$ cat src/rtl/irfm_pkg.sv
// ----------------------------------------------------------------------------
// irfm_pkg
// Shared constants and types for the forward-mapping image rotator.
// ----------------------------------------------------------------------------
`default_nettype none

package irfm_pkg;

  // largest source dimension and fraction bits of the trig values
  localparam int MAX_DIM   = 4096;
  localparam int FRAC_BITS = 14;

  localparam int DIM_W      = $clog2(MAX_DIM);      // source row / column
  localparam int SRC_SIZE_W = DIM_W + 1;            // source size register
  localparam int DST_SIZE_W = DIM_W + 2;            // destination size register
  localparam int OUT_W      = DIM_W + 1;            // destination coordinate
  localparam int TRIG_W     = 16;                   // cosine / sine
  localparam int PIX_W      = 32;

  // centred offsets lie in -(MAX_DIM-1) .. MAX_DIM/2
  localparam int COORD_W = DIM_W + 1;
  localparam int PROD_W  = COORD_W + TRIG_W;
  localparam int SUM_W   = PROD_W + 1;
  localparam int RND_W   = SUM_W - FRAC_BITS + 1;
  localparam int DST_W   = RND_W + 1;

  localparam int IN_FIELDS_W  = 2 * DIM_W + PIX_W;
  localparam int IN_TDATA_W   = ((IN_FIELDS_W + 7) / 8) * 8;
  localparam int OUT_FIELDS_W = 2 * OUT_W + PIX_W;
  localparam int OUT_TDATA_W  = ((OUT_FIELDS_W + 7) / 8) * 8;

  localparam int CFG_INDEX_W = 3;
  localparam int CFG_DATA_W  = TRIG_W;

  typedef enum logic [CFG_INDEX_W-1:0] {
    CFG_COS        = 3'd0,
    CFG_SIN        = 3'd1,
    CFG_SRC_WIDTH  = 3'd2,
    CFG_SRC_HEIGHT = 3'd3,
    CFG_DST_WIDTH  = 3'd4,
    CFG_DST_HEIGHT = 3'd5
  } cfg_index_t;

  localparam logic signed [TRIG_W-1:0]   COS_RESET  = TRIG_W'(1 << FRAC_BITS);
  localparam logic signed [TRIG_W-1:0]   SIN_RESET  = '0;
  localparam logic [SRC_SIZE_W-1:0]      SRC_LIMIT  = SRC_SIZE_W'(MAX_DIM);
  localparam logic [DST_SIZE_W-1:0]      DST_LIMIT  = DST_SIZE_W'(2 * MAX_DIM);
  localparam logic [SUM_W-1:0]           ROUND_HALF = SUM_W'(1 << (FRAC_BITS - 1));

endpackage

`default_nettype wire

$ cat src/rtl/image_rotate_forward_map.sv
// ----------------------------------------------------------------------------
// image_rotate_forward_map
// Nearest-neighbor forward rotation of one source pixel per word.
// ----------------------------------------------------------------------------
//  channel   dir  signals                               word
//  s_        in   s_tvalid s_tready s_tdata[55:0]       source pixel
//  m_        out  m_tvalid m_tready m_tdata[63:0]       rotated pixel
//  cfg_      in   cfg_valid cfg_ready cfg_index cfg_data register write
//
//  one pixel accepted per cycle while m_ does not stall; five register stages from input to output
//  (offsets, products, sums, rounding, destination check + output register)
//  pixels landing outside the destination are dropped at the output stage
//  a stall at m_ holds every occupied stage; empty stages still fill
//  rst clears the stage valids and loads the register defaults
// ----------------------------------------------------------------------------
`default_nettype none

module image_rotate_forward_map (
  input  wire logic                                clk,
  input  wire logic                                rst,
  // source word: src_row, src_col, pixel_value
  input  wire logic                                s_tvalid,
  output logic                                     s_tready,
  input  wire logic [irfm_pkg::IN_TDATA_W-1:0]     s_tdata,
  // result word: dst_x, dst_y, pixel_out, zero pad
  output logic                                     m_tvalid,
  input  wire logic                                m_tready,
  output logic [irfm_pkg::OUT_TDATA_W-1:0]         m_tdata,
  // register writes
  input  wire logic                                cfg_valid,
  output logic                                     cfg_ready,
  input  wire logic [irfm_pkg::CFG_INDEX_W-1:0]    cfg_index,
  input  wire logic [irfm_pkg::CFG_DATA_W-1:0]     cfg_data
);

  localparam int DIM_W      = irfm_pkg::DIM_W;
  localparam int SRC_SIZE_W = irfm_pkg::SRC_SIZE_W;
  localparam int DST_SIZE_W = irfm_pkg::DST_SIZE_W;
  localparam int OUT_W      = irfm_pkg::OUT_W;
  localparam int TRIG_W     = irfm_pkg::TRIG_W;
  localparam int PIX_W      = irfm_pkg::PIX_W;
  localparam int COORD_W    = irfm_pkg::COORD_W;
  localparam int PROD_W     = irfm_pkg::PROD_W;
  localparam int SUM_W      = irfm_pkg::SUM_W;
  localparam int RND_W      = irfm_pkg::RND_W;
  localparam int DST_W      = irfm_pkg::DST_W;
  localparam int FRAC_BITS  = irfm_pkg::FRAC_BITS;
  localparam int PAD_W      = irfm_pkg::OUT_TDATA_W - irfm_pkg::OUT_FIELDS_W;

  // configuration registers
  logic signed [TRIG_W-1:0] cos_value;
  logic signed [TRIG_W-1:0] sin_value;
  logic [SRC_SIZE_W-1:0]    src_width;
  logic [SRC_SIZE_W-1:0]    src_height;
  logic [DST_SIZE_W-1:0]    dst_width;
  logic [DST_SIZE_W-1:0]    dst_height;

  assign cfg_ready = 1'b1;

  always_ff @(posedge clk) begin
    if (rst) begin
      cos_value  <= irfm_pkg::COS_RESET;
      sin_value  <= irfm_pkg::SIN_RESET;
      src_width  <= irfm_pkg::SRC_LIMIT;
      src_height <= irfm_pkg::SRC_LIMIT;
      dst_width  <= irfm_pkg::DST_LIMIT;
      dst_height <= irfm_pkg::DST_LIMIT;
    end else if (cfg_valid && cfg_ready) begin
      unique case (irfm_pkg::cfg_index_t'(cfg_index))
        irfm_pkg::CFG_COS:        cos_value  <= cfg_data;
        irfm_pkg::CFG_SIN:        sin_value  <= cfg_data;
        irfm_pkg::CFG_SRC_WIDTH:  src_width  <= cfg_data[SRC_SIZE_W-1:0];
        irfm_pkg::CFG_SRC_HEIGHT: src_height <= cfg_data[SRC_SIZE_W-1:0];
        irfm_pkg::CFG_DST_WIDTH:  dst_width  <= cfg_data[DST_SIZE_W-1:0];
        irfm_pkg::CFG_DST_HEIGHT: dst_height <= cfg_data[DST_SIZE_W-1:0];
        default: ;
      endcase
    end
  end

  // clamped sizes and centres; the user keeps them static while pixels flow, the block does not enforce it
  logic [SRC_SIZE_W-1:0]   w_clamp, h_clamp;
  logic [DST_SIZE_W-1:0]   wd_clamp, hd_clamp;
  logic [DIM_W-1:0]        half_w, half_h;      // floor(size/2) = size-1-centre
  logic [DST_SIZE_W-1:0]   wd_plus, hd_plus;
  logic signed [DST_W-1:0] cwd, chd;

  always_comb begin
    w_clamp  = (src_width  > irfm_pkg::SRC_LIMIT) ? irfm_pkg::SRC_LIMIT : src_width;
    h_clamp  = (src_height > irfm_pkg::SRC_LIMIT) ? irfm_pkg::SRC_LIMIT : src_height;
    wd_clamp = (dst_width  > irfm_pkg::DST_LIMIT) ? irfm_pkg::DST_LIMIT : dst_width;
    hd_clamp = (dst_height > irfm_pkg::DST_LIMIT) ? irfm_pkg::DST_LIMIT : dst_height;
    half_w   = w_clamp[SRC_SIZE_W-1:1];
    half_h   = h_clamp[SRC_SIZE_W-1:1];
    wd_plus  = (wd_clamp + DST_SIZE_W'(1)) >> 1;
    hd_plus  = (hd_clamp + DST_SIZE_W'(1)) >> 1;
    cwd      = DST_W'(signed'({1'b0, wd_plus})) - DST_W'(1);
    chd      = DST_W'(signed'({1'b0, hd_plus})) - DST_W'(1);
  end

  // stage handshake: a stage loads when it is empty or its successor loads
  logic v1, v2, v3, v4;
  logic rdy1, rdy2, rdy3, rdy4, out_free;

  assign out_free = !m_tvalid || m_tready;
  assign rdy4     = !v4 || out_free;
  assign rdy3     = !v3 || rdy4;
  assign rdy2     = !v2 || rdy3;
  assign rdy1     = !v1 || rdy2;
  assign s_tready = rdy1;

  // stage 1: mirrored, centred offsets
  logic [DIM_W-1:0]          in_row, in_col;
  logic [PIX_W-1:0]          in_pix;
  logic signed [COORD_W-1:0] x_next, y_next;
  logic signed [COORD_W-1:0] x1, y1;
  logic [PIX_W-1:0]          pix1;

  assign in_row = s_tdata[DIM_W-1:0];
  assign in_col = s_tdata[2*DIM_W-1:DIM_W];
  assign in_pix = s_tdata[2*DIM_W+PIX_W-1:2*DIM_W];
  assign x_next = signed'({1'b0, half_w}) - signed'({1'b0, in_col});
  assign y_next = signed'({1'b0, half_h}) - signed'({1'b0, in_row});

  always_ff @(posedge clk) begin
    if (rst) begin
      v1 <= 1'b0;
    end else if (rdy1) begin
      v1 <= s_tvalid;
    end
  end

  always_ff @(posedge clk) begin
    if (rdy1 && s_tvalid) begin
      x1   <= x_next;
      y1   <= y_next;
      pix1 <= in_pix;
    end
  end

  // stage 2: the four products
  logic signed [PROD_W-1:0] p_xc, p_ys, p_xs, p_yc;
  logic [PIX_W-1:0]         pix2;

  always_ff @(posedge clk) begin
    if (rst) begin
      v2 <= 1'b0;
    end else if (rdy2) begin
      v2 <= v1;
    end
  end

  always_ff @(posedge clk) begin
    if (rdy2 && v1) begin
      p_xc <= PROD_W'(x1) * PROD_W'(cos_value);
      p_ys <= PROD_W'(y1) * PROD_W'(sin_value);
      p_xs <= PROD_W'(x1) * PROD_W'(sin_value);
      p_yc <= PROD_W'(y1) * PROD_W'(cos_value);
      pix2 <= pix1;
    end
  end

  // stage 3: exact sums in fixed point
  logic signed [SUM_W-1:0] sum_x, sum_y;
  logic [PIX_W-1:0]        pix3;

  always_ff @(posedge clk) begin
    if (rst) begin
      v3 <= 1'b0;
    end else if (rdy3) begin
      v3 <= v2;
    end
  end

  always_ff @(posedge clk) begin
    if (rdy3 && v2) begin
      sum_x <= SUM_W'(p_xc) + SUM_W'(p_ys);
      sum_y <= SUM_W'(p_yc) - SUM_W'(p_xs);
      pix3  <= pix2;
    end
  end

  // stage 4: round half away from zero on the magnitude
  logic [SUM_W-1:0]        mag_x, mag_y, rmag_x, rmag_y;
  logic signed [RND_W-1:0] r_x, r_y, xr_next, yr_next;
  logic signed [RND_W-1:0] xr, yr;
  logic [PIX_W-1:0]        pix4;

  always_comb begin
    mag_x   = sum_x[SUM_W-1] ? SUM_W'(-sum_x) : SUM_W'(sum_x);
    mag_y   = sum_y[SUM_W-1] ? SUM_W'(-sum_y) : SUM_W'(sum_y);
    rmag_x  = mag_x + irfm_pkg::ROUND_HALF;
    rmag_y  = mag_y + irfm_pkg::ROUND_HALF;
    r_x     = signed'({1'b0, rmag_x[SUM_W-1:FRAC_BITS]});
    r_y     = signed'({1'b0, rmag_y[SUM_W-1:FRAC_BITS]});
    xr_next = sum_x[SUM_W-1] ? -r_x : r_x;
    yr_next = sum_y[SUM_W-1] ? -r_y : r_y;
  end

  always_ff @(posedge clk) begin
    if (rst) begin
      v4 <= 1'b0;
    end else if (rdy4) begin
      v4 <= v3;
    end
  end

  always_ff @(posedge clk) begin
    if (rdy4 && v3) begin
      xr   <= xr_next;
      yr   <= yr_next;
      pix4 <= pix3;
    end
  end

  // output stage: re-centre on the destination and keep only in-range pixels
  logic signed [DST_W-1:0] xf, yf;
  logic                    keep;
  logic [OUT_W-1:0]        dst_x, dst_y;
  logic [PIX_W-1:0]        pixel_out;

  always_comb begin
    xf   = cwd - DST_W'(xr);
    yf   = chd - DST_W'(yr);
    keep = !xf[DST_W-1] && !yf[DST_W-1]
        && (xf < DST_W'(signed'({1'b0, wd_clamp})))
        && (yf < DST_W'(signed'({1'b0, hd_clamp})));
  end

  always_ff @(posedge clk) begin
    if (rst) begin
      m_tvalid <= 1'b0;
    end else if (out_free) begin
      m_tvalid <= v4 && keep;
    end
  end

  always_ff @(posedge clk) begin
    if (out_free && v4 && keep) begin
      dst_x     <= xf[OUT_W-1:0];
      dst_y     <= yf[OUT_W-1:0];
      pixel_out <= pix4;
    end
  end

  assign m_tdata = {{PAD_W{1'b0}}, pixel_out, dst_y, dst_x};

`ifndef SYNTH
  // every word shown lies inside the destination frame
  a_out_in_frame: assert property (@(posedge clk) disable iff (rst)
    m_tvalid |-> (({1'b0, dst_x} < wd_clamp) && ({1'b0, dst_y} < hd_clamp)))
    else $error("result outside destination frame");

  // a new result only comes from an occupied rounding stage
  a_out_source: assert property (@(posedge clk) disable iff (rst)
    $rose(m_tvalid) |-> $past(v4))
    else $error("result without a source item");

  // a blocked stage keeps its item
  a_stage_hold: assert property (@(posedge clk) disable iff (rst)
    (v3 && !rdy4) |=> (v3 && $stable(sum_x) && $stable(sum_y)))
    else $error("stalled item lost or changed");
`endif

endmodule

`default_nettype wire
$ cat config.mk
export PLATFORM = sky130hd
export DESIGN_NAME = image_rotate_forward_map
export DESIGN_NICKNAME = d
export VERILOG_FILES = /design/src/rtl/irfm_pkg.sv /design/src/rtl/image_rotate_forward_map.sv
export SDC_FILE = /design/constraint.sdc
export NUM_CORES = 2
export LEC_CHECK = 0
export ABC_CLOCK_PERIOD_IN_PS = 16600
export BUFFER_PORTS_ARGS = -buffer_cell sky130_fd_sc_hd__clkbuf_2
export CORE_MARGIN = 4
export CORE_UTILIZATION = 55
export CTS_CLUSTER_SIZE = 16
export DETAILED_ROUTE_END_ITERATION = 8
export GPL_TIMING_DRIVEN = 0
export PLACE_DENSITY = 0.72
export SETUP_SLACK_MARGIN = 0.2
export SYNTH_ARGS = -nofsm -noshare
export SYNTH_HDL_FRONTEND = slang
export SYNTH_SLANG_ARGS = --single-unit
$ cat constraint.sdc
create_clock -name clk -period 16.6 [get_ports clk]
set_input_delay 0.83 -clock clk [delete_from_list [all_inputs] [get_ports clk]]
set_output_delay 0.83 -clock clk [all_outputs]
set_load 0.01 [all_outputs]
==> impl_results.md <==
* Worst R2R Path Depth at 23
* I/O pins at 147
* Switch Pwr at 1.63 mW
* CTS max path bufs at 3
* IO buf count at 138
* CP most frequent cell: fa_1
* Detailed Routing Iterations Pass 1 at 7
* Commonest cells after routing, fill and taps aside: inv_1, fa_1, nand2_1, ha_1, edfxtp_1
* Area after DPL at 58,700 sq um
* CTS Sinks at 511
* Initial cell density of the core at 55.7%
* Max Cap Viol at 0
* Critical path's slowest cell: a2111oi_0
* CTS H-tree depth at 2
* Layout area overhead at 8.23%
* Die height at 327 um
* Vias in the first global route at 41.5k
* Initial antenna violation count at 19
* Mapped cell area at 55,900 sq um
* Post-CTS setup buffers at 0
* Pin count of the biggest net entering global routing at 32
* CP max FO at 10
* Num CTS Buffers at 56
* P_int at 2.91 mW
* DR vias/cell at 5.67
* Post-synthesis instance total at 5,658
* Share of cells above drive strength 1 at 5.39%
* Fmax at 0.114 GHz
* Crit. End Element: flip-flop
* Final nets at 7,181
* CP cell instances: clkbuf_1, clkbuf_1, nand2_1, fa_1, inv_1, fa_1, inv_1, fa_1, inv_1, fa_1, fa_1, ha_1, ha_1, o21a_1, a2111oi_0, o31ai_1, a41o_1, or4_1, a31o_2, o41ai_1, o21bai_1, a21oi_1, xnor2_1
* GR Overflow Total at 0
* Max Slew Vio Count at 0
* Residual DRC at 0
* Reg2reg end: p_yc[27]$_DFFE_PP_
* Dpl ws at 8.02 ns
* Max transition margin at 6.38%
* Power Total at 4.54 mW
* Commonest non-fill, non-tap cell in the layout: inv_1
* Reg2reg setup slack at 7.82 ns
* Overall Global Routing Usage at 29.5%
* Top_reg_cell synth: edfxtp_1
* Hold Crit Depth at 1
* Seq/Total Area, Yosys at 25.8%
* Required time worst endpoint at 17.04 ns
* RSZ-0062 raised after global routing: no
* Switching fraction of total power at 35.9%
* Non-filler cells in the finished layout at 7,284
* Worst-margin pin slew at 1.39 ns
* Leak at 26.4 nW
* Hold Crit Class: input port to flip-flop
* YS warnings at 0
* Power per Cell Area at 75.0 nW/um^2
* Design Area, Final at 60,500 sq um
* FP Rows at 116
* Final count of hold timing violations at 0
* Yosys cell types at 103
* Detailed-route wire length at 156,000 um
* Max VDD drop at 0.0803 mV
* Min-delay src: s_tdata[42]
* Die ar. at 107,000 sq um
* Class of the most critical setup path: flip-flop to flip-flop
* Setup violators final at 0
* Post-DP HPWL at 127,000 um
* Final RePlAce weighted congestion at 1.05
* CTS tree: yes
* R2R Path Start: cos_value[6]$_SDFFE_PP0P_
* PnR worst setup slack at 7.82 ns
* Core area at 100,000 sq um
* Clock Power Share at 27.2%
* CP startpoint kind: flip-flop
* CTS root buffer: clkbuf_16
* Clk_lat worst skew at 0.65 ns
* Setup Skew at 0.0275 ns
* Number of DRC markers in iteration 0 at 3,601
* CTS Hold Buffers Added at 0
* Run status: finished clean
* Hold endpoint: pix1[18]$_DFFE_PP_
* Combinational Power Share at 37.4%
* Minimum clock period at 8.78 ns
* CTS clk-pin slew, worst paths at 0.06 ns
* Part of the power in registers at 35.4%
* Post-synthesis register bit count at 511
* Final ANT Viol Nets at 0
* Dpl cells at 7,174
* Max incr delay on CP at 0.85 ns
* Post-synth EDFFs at 422
* Arrival time at the worst endpoint at 9.22 ns
* Routed len/inst at 21.4 um
* Vias at 41.3k
* Avg Inst Size Synth at 9.88 sq um
* Die Wd at 327 um
* Final period utilization at 52.9%
* Asr flop ratio synth at 0%
* First-pass GRT wire length at 240,000 um
* Post_cts resized at 0
[metrics by stage]
step	setup TNS, ns	util, %	hold slack, ns
after floorplan	0	-	0.400
after global placement	-214.47	58.1	0.401
after detailed placement	0	58.4	0.405
after CTS	0	60.3	0.305
after global routing	0	60.3	0.317
final	0	60.3	0.351
[cell type report]
type                       instances  area, sq um
antenna                            4         10.0
inverter                         902         3390
clock buffer                      67         1500
tap                             1357         1700
fill                            8536        39900
multi-input combinational       4003        37200
clock inverter                    39          340
buffer                           247          993
timing repair buffer             154          980
sequential                       511        14500
[critical path: cells and delay by family (launching register included)]
kind	cells	cell delay, ns
fa+ha+maj	7	3.14
flops	1	0.30
xor+xnor	1	0.23
buf+inv	5	1.53
compound gates	8	2.69
simple gates	2	0.65
[logic make-up (layout without fill, tap and decap cells)]
kind of cell	Yosys count	after routing	share of synthesized area (%)
adders and majority gates	1227	1227	38.0
buffers and inverters	1149	1409	7.83
DFF	511	511	25.8
and+or+nand+nor	1788	1788	15.6
muxes	13	13	0.239
xor gates and xnor gates	293	293	4.63
AOI/OAI and AO/OA	675	675	7.86
other	2	11	0.0134
[cell usage after synthesis, types with 11 or more instances]
cell type / instances / area (sq um)
a21o_1: 45 / 338
or2_2: 15 / 93.8
nor3_1: 75 / 375
o31ai_1: 17 / 128
or4_1: 14 / 105
and3_1: 29 / 181
fa_1: 786 / 15700
xor2_1: 86 / 753
dfxtp_1: 89 / 1780
nor2_1: 205 / 769
and2_1: 340 / 2130
nor4_1: 30 / 188
inv_1: 900 / 3380
o21a_1: 39 / 293
edfxtp_1: 422 / 12700
o21ai_0: 118 / 591
xnor2_1: 205 / 1800
a21oi_1: 227 / 1140
clkbuf_1: 215 / 807
nand2b_1: 83 / 519
nand3_1: 61 / 305
nand2_1: 783 / 2940
nand3b_1: 13 / 97.6
a211oi_1: 19 / 143
o211ai_1: 18 / 135
a21boi_0: 27 / 203
o21bai_1: 23 / 173
ha_1: 440 / 5510
buf_1: 13 / 48.8
or3_1: 27 / 169
a31oi_1: 26 / 163
nand4_1: 20 / 125
nor2b_1: 59 / 369
o41ai_1: 11 / 96.3
[worst max-delay path by stage]
| stage | startpoint | endpoint | slack (ns) | cells after the start |
|---|---|---|---|---|
| final | cos_value[6]$_SDFFE_PP0P_ | p_yc[27]$_DFFE_PP_ | 7.82 | 23 |
| after global routing | dst_height[13]$_SDFFE_PP1P_ | pixel_out[9]$_DFFE_PP_ | 7.46 | 26 |
| after CTS | dst_height[13]$_SDFFE_PP1P_ | pixel_out[2]$_DFFE_PP_ | 7.99 | 25 |
| after detailed placement | dst_height[13]$_SDFFE_PP1P_ | dst_y[5]$_DFFE_PP_ | 8.02 | 25 |
| after global placement | m_tready | p_yc[26]$_DFFE_PP_ | -1.48 | 5 |
| after floorplan | m_tready | p_xc[0]$_DFFE_PP_ | 3.82 | 4 |
[power groups by stage]
stage	logic [mW]	registers (mW)	clock network, mW
6_report	1.70	1.61	1.24
5_1_grt	1.90	1.61	1.32
4_1_cts	1.70	1.60	1.26
3_5_place_dp	1.69	1.63	0
3_3_place_gp	1.65	1.64	0
2_1_floorplan	1.22	1.60	0
[flip-flops by register name, summed over array words and instances, names as in the netlist, 14 cells and up]
name	count
p_ys	29
pix3	32
yr	17
sin_value	16
pix2	32
p_xc	29
sum_x	30
pix4	32
pixel_out	32
sum_y	30
dst_width	14
cos_value	16
dst_height	14
xr	17
p_yc	29
p_xs	29
pix1	32
[metal layers]
metal / wire length, um / vias up / global-route usage [%]
met5: 55 / - / 0
met4: 8300 / 8 / 12.4
met3: 16700 / 398 / 8.05
met2: 70200 / 1803 / 46.6
met1: 60600 / 20439 / 38.5
li1: - / 18653 / -
Note: power is estimated with default switching activity, not from simulation.
